**config.mk**
```make
export PLATFORM = sky130hd
export DESIGN_NAME = height_map_line_validator
export DESIGN_NICKNAME = d
export VERILOG_FILES = /design/src/sv/hmlv_pkg.sv /design/src/sv/hmlv_scan.sv /design/src/sv/height_map_line_validator.sv
export SDC_FILE = /design/constraint.sdc
export NUM_CORES = 1
export LEC_CHECK = 0
export ABC_AREA = 1
export BUFFER_PORTS_ARGS = -buffer_cell sky130_fd_sc_hd__buf_2
export CELL_PAD_IN_SITES_DETAIL_PLACEMENT = 1
export CELL_PAD_IN_SITES_GLOBAL_PLACEMENT = 2
export CORE_MARGIN = 3
export CORE_UTILIZATION = 35
export CTS_CLUSTER_DIAMETER = 60
export DETAILED_ROUTE_END_ITERATION = 12
export HOLD_SLACK_MARGIN = 0.03
export MAX_ROUTING_LAYER = met4
export PLACE_DENSITY_LB_ADDON = 0.1
export SKIP_CTS_REPAIR_TIMING = 1
export SLEW_MARGIN = 5
export SYNTH_ARGS = -nofsm -noshare
export SYNTH_HDL_FRONTEND = slang
export SYNTH_SLANG_ARGS = --single-unit
```
**constraint.sdc**
```tcl
create_clock -name clk -period 3.3 [get_ports clk]
set_input_delay 0 -clock clk [delete_from_list [all_inputs] [get_ports clk]]
set_output_delay 0 -clock clk [all_outputs]
set_load 0.01 [all_outputs]
```
**src/sv/hmlv_pkg.sv**
```systemverilog
// hmlv_pkg: shared constants for the height map line validator
// character codes, event kinds, result status codes, scan phases and limits
// no dependencies
`timescale 1ns / 1ps

package hmlv_pkg;

	localparam int unsigned MaxColumns = 1024;
	localparam int unsigned MaxRows    = 4096;

	localparam int unsigned COL_W   = 11;
	localparam int unsigned ROW_W   = 13;
	localparam int unsigned PHASE_W = 3;

	localparam logic [COL_W-1:0] MAX_COLS_C = COL_W'(MaxColumns);
	localparam logic [ROW_W-1:0] MAX_ROWS_C = ROW_W'(MaxRows);

	// event kinds
	localparam logic [1:0] KIND_CHAR = 2'd0;
	localparam logic [1:0] KIND_EOL  = 2'd1;
	localparam logic [1:0] KIND_EOM  = 2'd2;

	// result status
	localparam logic [1:0] ST_LINE_OK  = 2'd0;
	localparam logic [1:0] ST_LINE_REJ = 2'd1;
	localparam logic [1:0] ST_MAP_OK   = 2'd2;
	localparam logic [1:0] ST_MAP_REJ  = 2'd3;

	// scan phases
	localparam logic [PHASE_W-1:0] PH_START  = 3'd0;
	localparam logic [PHASE_W-1:0] PH_GAP    = 3'd1;
	localparam logic [PHASE_W-1:0] PH_DEC    = 3'd2;
	localparam logic [PHASE_W-1:0] PH_COMMA  = 3'd3;
	localparam logic [PHASE_W-1:0] PH_COMMA0 = 3'd4;
	localparam logic [PHASE_W-1:0] PH_HEX    = 3'd5;

	// characters
	localparam logic [7:0] CH_NUL   = 8'h00;
	localparam logic [7:0] CH_SPACE = 8'h20;
	localparam logic [7:0] CH_COMMA = 8'h2C;
	localparam logic [7:0] CH_MINUS = 8'h2D;
	localparam logic [7:0] CH_PLUS  = 8'h2B;
	localparam logic [7:0] CH_0     = 8'h30;
	localparam logic [7:0] CH_9     = 8'h39;
	localparam logic [7:0] CH_X     = 8'h78;
	localparam logic [7:0] CH_LA    = 8'h61;
	localparam logic [7:0] CH_LF    = 8'h66;
	localparam logic [7:0] CH_UA    = 8'h41;
	localparam logic [7:0] CH_UF    = 8'h46;

	typedef struct packed {
		logic [PHASE_W-1:0] phase;
		logic               count_tok;
		logic               fail;
	} scan_res_t;

endpackage

```
**src/sv/hmlv_scan.sv**
```systemverilog
// hmlv_scan: token grammar step for one character byte
// next scan phase, token-finished flag and syntax error flag
// depends on hmlv_pkg
`timescale 1ns / 1ps

module hmlv_scan (
	input  logic [hmlv_pkg::PHASE_W-1:0] phase,
	input  logic [7:0]                   char_byte,
	output hmlv_pkg::scan_res_t          res
);

	logic is_dig;
	logic is_hex;
	logic is_sign;

	always_comb begin
		is_dig  = char_byte inside {[hmlv_pkg::CH_0:hmlv_pkg::CH_9]};
		is_hex  = char_byte inside {[hmlv_pkg::CH_0:hmlv_pkg::CH_9],
			[hmlv_pkg::CH_LA:hmlv_pkg::CH_LF], [hmlv_pkg::CH_UA:hmlv_pkg::CH_UF]};
		is_sign = char_byte inside {hmlv_pkg::CH_PLUS, hmlv_pkg::CH_MINUS};
	end

	always_comb begin
		res.phase     = phase;
		res.count_tok = 1'b0;
		res.fail      = 1'b0;
		case (phase)
			hmlv_pkg::PH_START, hmlv_pkg::PH_GAP: begin
				if (char_byte == hmlv_pkg::CH_SPACE) begin
					res.phase = hmlv_pkg::PH_GAP;
				end else if (is_sign || is_dig) begin
					res.phase = hmlv_pkg::PH_DEC;
				end else if (char_byte == hmlv_pkg::CH_COMMA) begin
					res.phase = hmlv_pkg::PH_COMMA;
				end else begin
					res.fail = 1'b1;
				end
			end
			hmlv_pkg::PH_DEC: begin
				if (char_byte == hmlv_pkg::CH_SPACE) begin
					res.count_tok = 1'b1;
					res.phase     = hmlv_pkg::PH_GAP;
				end else if (char_byte == hmlv_pkg::CH_COMMA) begin
					res.phase = hmlv_pkg::PH_COMMA;
				end else if (!is_dig) begin
					res.fail = 1'b1;
				end
			end
			hmlv_pkg::PH_COMMA: begin
				if (char_byte == hmlv_pkg::CH_0) begin
					res.phase = hmlv_pkg::PH_COMMA0;
				end else begin
					res.fail = 1'b1;
				end
			end
			hmlv_pkg::PH_COMMA0: begin
				if (char_byte == hmlv_pkg::CH_X) begin
					res.phase = hmlv_pkg::PH_HEX;
				end else begin
					res.fail = 1'b1;
				end
			end
			hmlv_pkg::PH_HEX: begin
				if (char_byte == hmlv_pkg::CH_SPACE) begin
					res.count_tok = 1'b1;
					res.phase     = hmlv_pkg::PH_GAP;
				end else if (!is_hex) begin
					res.fail = 1'b1;
				end
			end
			default: begin
				res.fail = 1'b1;
			end
		endcase
	end

endmodule

```
**src/sv/height_map_line_validator.sv**
```systemverilog
// height_map_line_validator: top level of the text height map checker
// input register, line/map bookkeeping and output register
// depends on hmlv_pkg and hmlv_scan
`timescale 1ns / 1ps

// Takes one event per transaction (character byte, end of line, end of map) and
// reports a status for every end of line and end of map. One event is accepted
// per clock unless the input stalls. An accepted event sits in the input register
// and its result is loaded from there into the result register, which drives
// the outputs. The input stalls only when an event that gives a result waits in
// the input register while the result register is full and stalled. Column and
// row limits are 1024 and 4096; events of kind 3 are dropped.
module height_map_line_validator (
	input  logic        clk,
	input  logic        arst_n,
	input  logic        in_valid,
	output logic        in_stall,
	input  logic [1:0]  kind,
	input  logic [7:0]  char_byte,
	output logic        out_valid,
	input  logic        out_stall,
	output logic [1:0]  status,
	output logic [10:0] column_count,
	output logic [12:0] row_count
);

	localparam int unsigned CW = hmlv_pkg::COL_W;
	localparam int unsigned RW = hmlv_pkg::ROW_W;

	logic                          valid_s1;
	logic [1:0]                    kind_s1;
	logic [7:0]                    char_s1;

	logic [hmlv_pkg::PHASE_W-1:0]  phase_q,  phase_d;
	logic [CW-1:0]                 tokens_q, tokens_d;
	logic [CW-1:0]                 agreed_q, agreed_d;
	logic [RW-1:0]                 rows_q,   rows_d;
	logic                          failed_q, failed_d;
	logic                          term_q,   term_d;

	logic                          res_valid;
	logic [1:0]                    res_status;
	logic [CW-1:0]                 res_cols;
	logic [RW-1:0]                 res_rows;

	logic                          gives_res;
	logic                          advance;
	logic                          out_free;
	logic [CW-1:0]                 tok_eol;
	logic                          f_eol;

	hmlv_pkg::scan_res_t           scan;

	hmlv_scan u_scan (
		.phase     (phase_q),
		.char_byte (char_s1),
		.res       (scan)
	);

	assign gives_res = (kind_s1 == hmlv_pkg::KIND_EOL) || (kind_s1 == hmlv_pkg::KIND_EOM);
	assign out_free  = !out_valid || !out_stall;
	assign advance   = valid_s1 && (!gives_res || out_free);
	assign in_stall  = valid_s1 && !advance;

	// input register
	always_ff @(posedge clk or negedge arst_n) begin
		if (!arst_n) begin
			valid_s1 <= 1'b0;
		end else if (!in_stall) begin
			valid_s1 <= in_valid;
		end
	end

	always_ff @(posedge clk) begin
		if (!in_stall && in_valid) begin
			kind_s1 <= kind;
			char_s1 <= char_byte;
		end
	end

	// state update and result for the event in the input register
	always_comb begin
		phase_d    = phase_q;
		tokens_d   = tokens_q;
		agreed_d   = agreed_q;
		rows_d     = rows_q;
		failed_d   = failed_q;
		term_d     = term_q;
		res_valid  = 1'b0;
		res_status = hmlv_pkg::ST_LINE_OK;
		res_cols   = '0;
		res_rows   = '0;
		tok_eol    = tokens_q;
		f_eol      = failed_q;
		case (kind_s1)
			hmlv_pkg::KIND_CHAR: begin
				if (!failed_q && !term_q) begin
					if (char_s1 == hmlv_pkg::CH_NUL) begin
						term_d = 1'b1;
					end else begin
						phase_d = scan.phase;
						if (scan.fail) begin
							failed_d = 1'b1;
						end else if (scan.count_tok) begin
							if (tokens_q >= hmlv_pkg::MAX_COLS_C) begin
								failed_d = 1'b1;
							end else begin
								tokens_d = tokens_q + CW'(1);
							end
						end
					end
				end
			end
			hmlv_pkg::KIND_EOL: begin
				if (failed_q) begin
					tok_eol = '0;
				end else begin
					if (phase_q == hmlv_pkg::PH_COMMA || phase_q == hmlv_pkg::PH_COMMA0) begin
						f_eol = 1'b1;
					end else if (phase_q != hmlv_pkg::PH_START) begin
						if (tokens_q >= hmlv_pkg::MAX_COLS_C) begin
							f_eol = 1'b1;
						end else begin
							tok_eol = tokens_q + CW'(1);
						end
					end
					if (!f_eol && agreed_q != '0 && tok_eol != agreed_q) begin
						f_eol = 1'b1;
					end
					if (!f_eol && rows_q >= hmlv_pkg::MAX_ROWS_C) begin
						f_eol = 1'b1;
					end
					if (!f_eol) begin
						if (agreed_q == '0) begin
							agreed_d = tok_eol;
						end
						rows_d = rows_q + RW'(1);
					end
				end
				failed_d   = f_eol;
				res_valid  = 1'b1;
				res_status = f_eol ? hmlv_pkg::ST_LINE_REJ : hmlv_pkg::ST_LINE_OK;
				res_cols   = tok_eol;
				res_rows   = rows_d;
				phase_d    = hmlv_pkg::PH_START;
				tokens_d   = '0;
				term_d     = 1'b0;
			end
			hmlv_pkg::KIND_EOM: begin
				res_valid  = 1'b1;
				res_status = (!failed_q && rows_q != '0 && agreed_q != '0) ?
					hmlv_pkg::ST_MAP_OK : hmlv_pkg::ST_MAP_REJ;
				res_cols   = agreed_q;
				res_rows   = rows_q;
				phase_d    = hmlv_pkg::PH_START;
				tokens_d   = '0;
				agreed_d   = '0;
				rows_d     = '0;
				failed_d   = 1'b0;
				term_d     = 1'b0;
			end
			default: begin
				res_valid = 1'b0;
			end
		endcase
	end

	always_ff @(posedge clk or negedge arst_n) begin
		if (!arst_n) begin
			phase_q  <= hmlv_pkg::PH_START;
			tokens_q <= '0;
			agreed_q <= '0;
			rows_q   <= '0;
			failed_q <= 1'b0;
			term_q   <= 1'b0;
		end else if (advance) begin
			phase_q  <= phase_d;
			tokens_q <= tokens_d;
			agreed_q <= agreed_d;
			rows_q   <= rows_d;
			failed_q <= failed_d;
			term_q   <= term_d;
		end
	end

	// result register
	always_ff @(posedge clk or negedge arst_n) begin
		if (!arst_n) begin
			out_valid <= 1'b0;
		end else if (out_free) begin
			out_valid <= advance && res_valid;
		end
	end

	always_ff @(posedge clk) begin
		if (out_free && advance && res_valid) begin
			status       <= res_status;
			column_count <= res_cols;
			row_count    <= res_rows;
		end
	end

endmodule

```
==> impl_summary.md <==
Worst setup path
The library cell contributing the largest single delay on the critical path is dfrtp_1. The count of buffer and inverter cells on the critical path is 3. The startpoint identified for the worst register-to-register timing path is tokens_q[1]. Of all nets on the critical path, the largest fanout is 22. The worst setup path is launched from a register. The endpoint arrival time on the critical path is 3.24 ns.

For flop-to-flop paths, the worst setup slack is 0.29 ns. The start point of the critical path is tokens_q[1]. The cell family with the largest share of critical-path delay is simple AND/OR/NAND/NOR gates.

The most used cell along the critical path is nand2_1. The worst setup path is of the register to register kind. The stage delay of the slowest cell on the critical path is 0.43 ns.

The worst setup path is captured at a register. The critical path goes through ha_2, inv_1, nor2_2, nand2_1, nand2_1, nand2_1, nand2_1, inv_2, nand2_1, nand2_1, nor2_1, nand2_1, nor2_2, nand2_2, nand2_4, nand3_4, o21ai_4, nand3_2, buf_4, nand2_1, o21ai_2. The required time of the critical path is 3.53 ns.

Floorplanning
The starting density of the core is 36.3%. The y dimension of the die is 124 um. 42 I/O pins were placed. The full die area is 15300 um^2. The number of rows created at floorplan is 42. The total area inside the core boundary comes to 13400 um^2.

The width of the die is 124 um.

STA
Setup repair after global routing left no endpoint under its margin. On the final layout, the worst clock skew is 0.00895 ns. The final count of hold timing violations is 0. Once routing completed, OpenROAD measured the worst setup slack at 0.288 ns.

The worst relative slew slack is 42.9%. At the pin with the least slew margin, the transition time is 0.854 ns. The number of setup violations in the final report is 0. The final critical-path share of the clock period is 91.3%.

The fmax is 332 MHz. The max-slew violation total from the final report came to 0. The final critical path time including I/O delays and setup is 3.01 ns.

The total negative slack for setup checks is 0 ns.

Yosys
After synthesis, the netlist uses 36 different library cells. After synthesis, the cell types taking the most area are edfxtp_1 (22%), dfrtp_1 (22%), nand2_1 (15%). The top flip-flop cell by instance count after synthesis is dfrtp_1.

The number of warnings printed during yosys synthesis is 0. Summing the sequential cell areas from Yosys gives 43.9% of the chip area. Counting flops with a built-in enable in the synthesized netlist gives 36. The mapped netlist covers 4860 um^2. The mean cell area of the mapped netlist is 7.57 um^2. Summed over its instances, the top area cell type makes up 22.2% of the synthesized netlist area. The synthesized flop and latch total is 78. The fraction of registers with async set or reset after synthesis is 53.8%.

The synthesized instance count is 642. The synthesized netlist net count is 665. By instance count, the leading cell after synthesis is nand2_1. The commonest cells after synthesis are nand2_1 (200), inv_1 (67), nand3_1 (53), dfrtp_1 (42), edfxtp_1 (36). Of all cell types, the one taking the most synthesized area is edfxtp_1.

CTS
The tree is rooted in a clkbuf_16. The clock sink total is 78. The clock passes through at most 2 buffers. The clock tree synthesis step divided the H-tree into 3 levels. The clock tree from TritonCTS is done. The clock transition at the registers of the reported paths is 0.06 ns.

For the worst-skew pair, the clock arrives at the later sink with an insertion delay of 0.35 ns. The number of clock buffers added by TritonCTS is 9.

Route
The detailed-route DRC error count is 0. The DRC marker count from the first detailed-route iteration is 208. In the final routed layout, each cell accounts on average for 16.5 um. In the routed layout, each cell is associated on average with a via count of 5.07. The count of vias placed by the detailed router is 4474.

The count of nets left with antenna violations once routing finished came out at 0. The routed wire length is 14600 um. The first detailed-routing pass ran for 4 iterations.

Place
Detailed placement finished with a half-perimeter wire length of 10700 um. At the end of routability-driven placement, the weighted congestion stood at 0.852. The count of buffers added on input and output ports is 41. At the placement stage, the worst setup path has a slack of 0.170 ns.

Power and ir drop
The analysis attributes to net switching a power of 1.94 mW. The internal portion of the total power is 2.56 mW. The static leakage is 2.48 nW. Per report_power, the combinational group accounts for 45.3% of the total. The share of total power in sequential cells is 31.9%. Across the VDD grid, the largest voltage drop is 0.307 mV. The power density relative to cell area is 785 nW/um^2. In this run switching power makes up 43.2% of total power. The clock power share is 22.9%.

Global route
The first global-routing pass estimated 23500 um of wire. Global routing finished with a remaining overflow of 0. The via count of the first global-routing pass is 4486. Entering global routing, the biggest net connects 40 pins. The initial antenna violation count is 0. Global routing consumed, over all layers together, 20.3% of the routing resources.

Final layout
The number of fill cells in the layout is 1689. The layout cell share with drive strength beyond 1 is 16.7%. The area growth from synthesis to layout is 17.9%. After the last flow step, the layout net total stands at 724. 0 antenna diodes ended up in the layout.

Hold path
The worst min-delay path class is primary input to async pin.

Flow run
The tool flagged a number of max-cap violations equal to 0.

Run status
The flow ran to the end, and the final reports show no timing, DRC or antenna violations.
[power by group through the flow]
stage / clock network [mW] / registers, mW / logic [mW]
after detailed placement: 0 / 1.46 / 1.86
after floorplan: 0 / 1.39 / 1.44
final: 1.03 / 1.43 / 2.04
after CTS: 1.06 / 1.44 / 1.87
after global routing: 1.10 / 1.47 / 2.30
after global placement: 0 / 1.45 / 1.80
[per-stage QoR]
stage,util [%],instances,power (mW),cell area [um^2],hold slack [ns]
3_3_place_gp,39.3,850,3.25,5260,-0.0223
3_5_place_dp,39.3,850,3.31,5260,-0.0327
6_report,42.8,882,4.50,5730,0.135
2_1_floorplan,-,642,2.83,4860,-0.296
5_1_grt,42.8,882,4.87,5730,0.169
4_1_cts,41.5,866,4.37,5560,-0.401
[worst paths after layout]
path | cells after the start | endpoint
setup / recovery | 21 | agreed_q[8]
hold / removal | 2 | out_valid
max in group asynchronous | 3 | rows_q[6]
hold reg to reg | 2 | out_valid
setup reg to reg | 21 | agreed_q[8]
min in group clk | 2 | char_s1[1]
[flip-flops by register name, indices dropped and copies added (netlist names)]
register / flops
out_valid: 1
tokens_q: 11
row_count: 13
kind_s1: 2
rows_q: 13
term_q: 1
status: 2
column_count: 11
agreed_q: 11
failed_q: 1
char_s1: 8
valid_s1: 1
phase_q: 3
[layer usage]
layer	vias up	part of all wire, %	GRT usage (%)
li1	2242	-	-
met1	2171	47	25.8
met2	48	49	33.6
met3	13	2.4	3.32
met4	0	1.2	5.47
met5	-	0	-
[layout by cell type, fill, tap and decap left out, types with 5 or more instances in the layout]
cell           instances
nor2_1                34
nand2_1              200
inv_2                  8
o21ai_2               12
nand4_1               24
nand2_2               10
nor2_2                 5
clkbuf_16              9
inv_1                 67
o21ai_0               27
dfrtp_1               41
o21ai_1               17
ha_1                   8
edfxtp_1              36
dlygate4sd3_1         13
nor3_1                 9
buf_4                 14
buf_2                 41
a21oi_1               35
nand3_1               53
[kinds of logic after synthesis]
group | synth area share [%]
AO/OA/AOI/OAI | 12.0
XOR/XNOR | 0.901
adder cells (fa/ha/maj) | 2.32
buffers and inverters | 8.26
flip-flops | 43.9
AND/OR/NAND/NOR | 32.7
[final cells by class]
| type | count | area [um^2] | share of cell area (%) |
|---|---|---|---|
| clock buffers | 10 | 239 | 4.17 |
| clock inverters | 6 | 61.3 | 1.07 |
| multi-input cells | 467 | 2330 | 40.7 |
| well taps | 176 | 220 | 3.84 |
| inverters | 76 | 285 | 4.98 |
| repair buffers | 69 | 460 | 8.04 |
| flip-flops and latches | 78 | 2130 | 37.2 |
[worst reg2reg max path: cells and delay by family (launching register included)]
| kind | cells | cell delay, ns |
|---|---|---|
| flops | 1 | 0.43 |
| fa+ha+maj | 1 | 0.26 |
| buf+inv | 3 | 0.36 |
| simple gates | 15 | 1.59 |
| compound gates | 2 | 0.26 |
(Power assumes the default switching activity.)
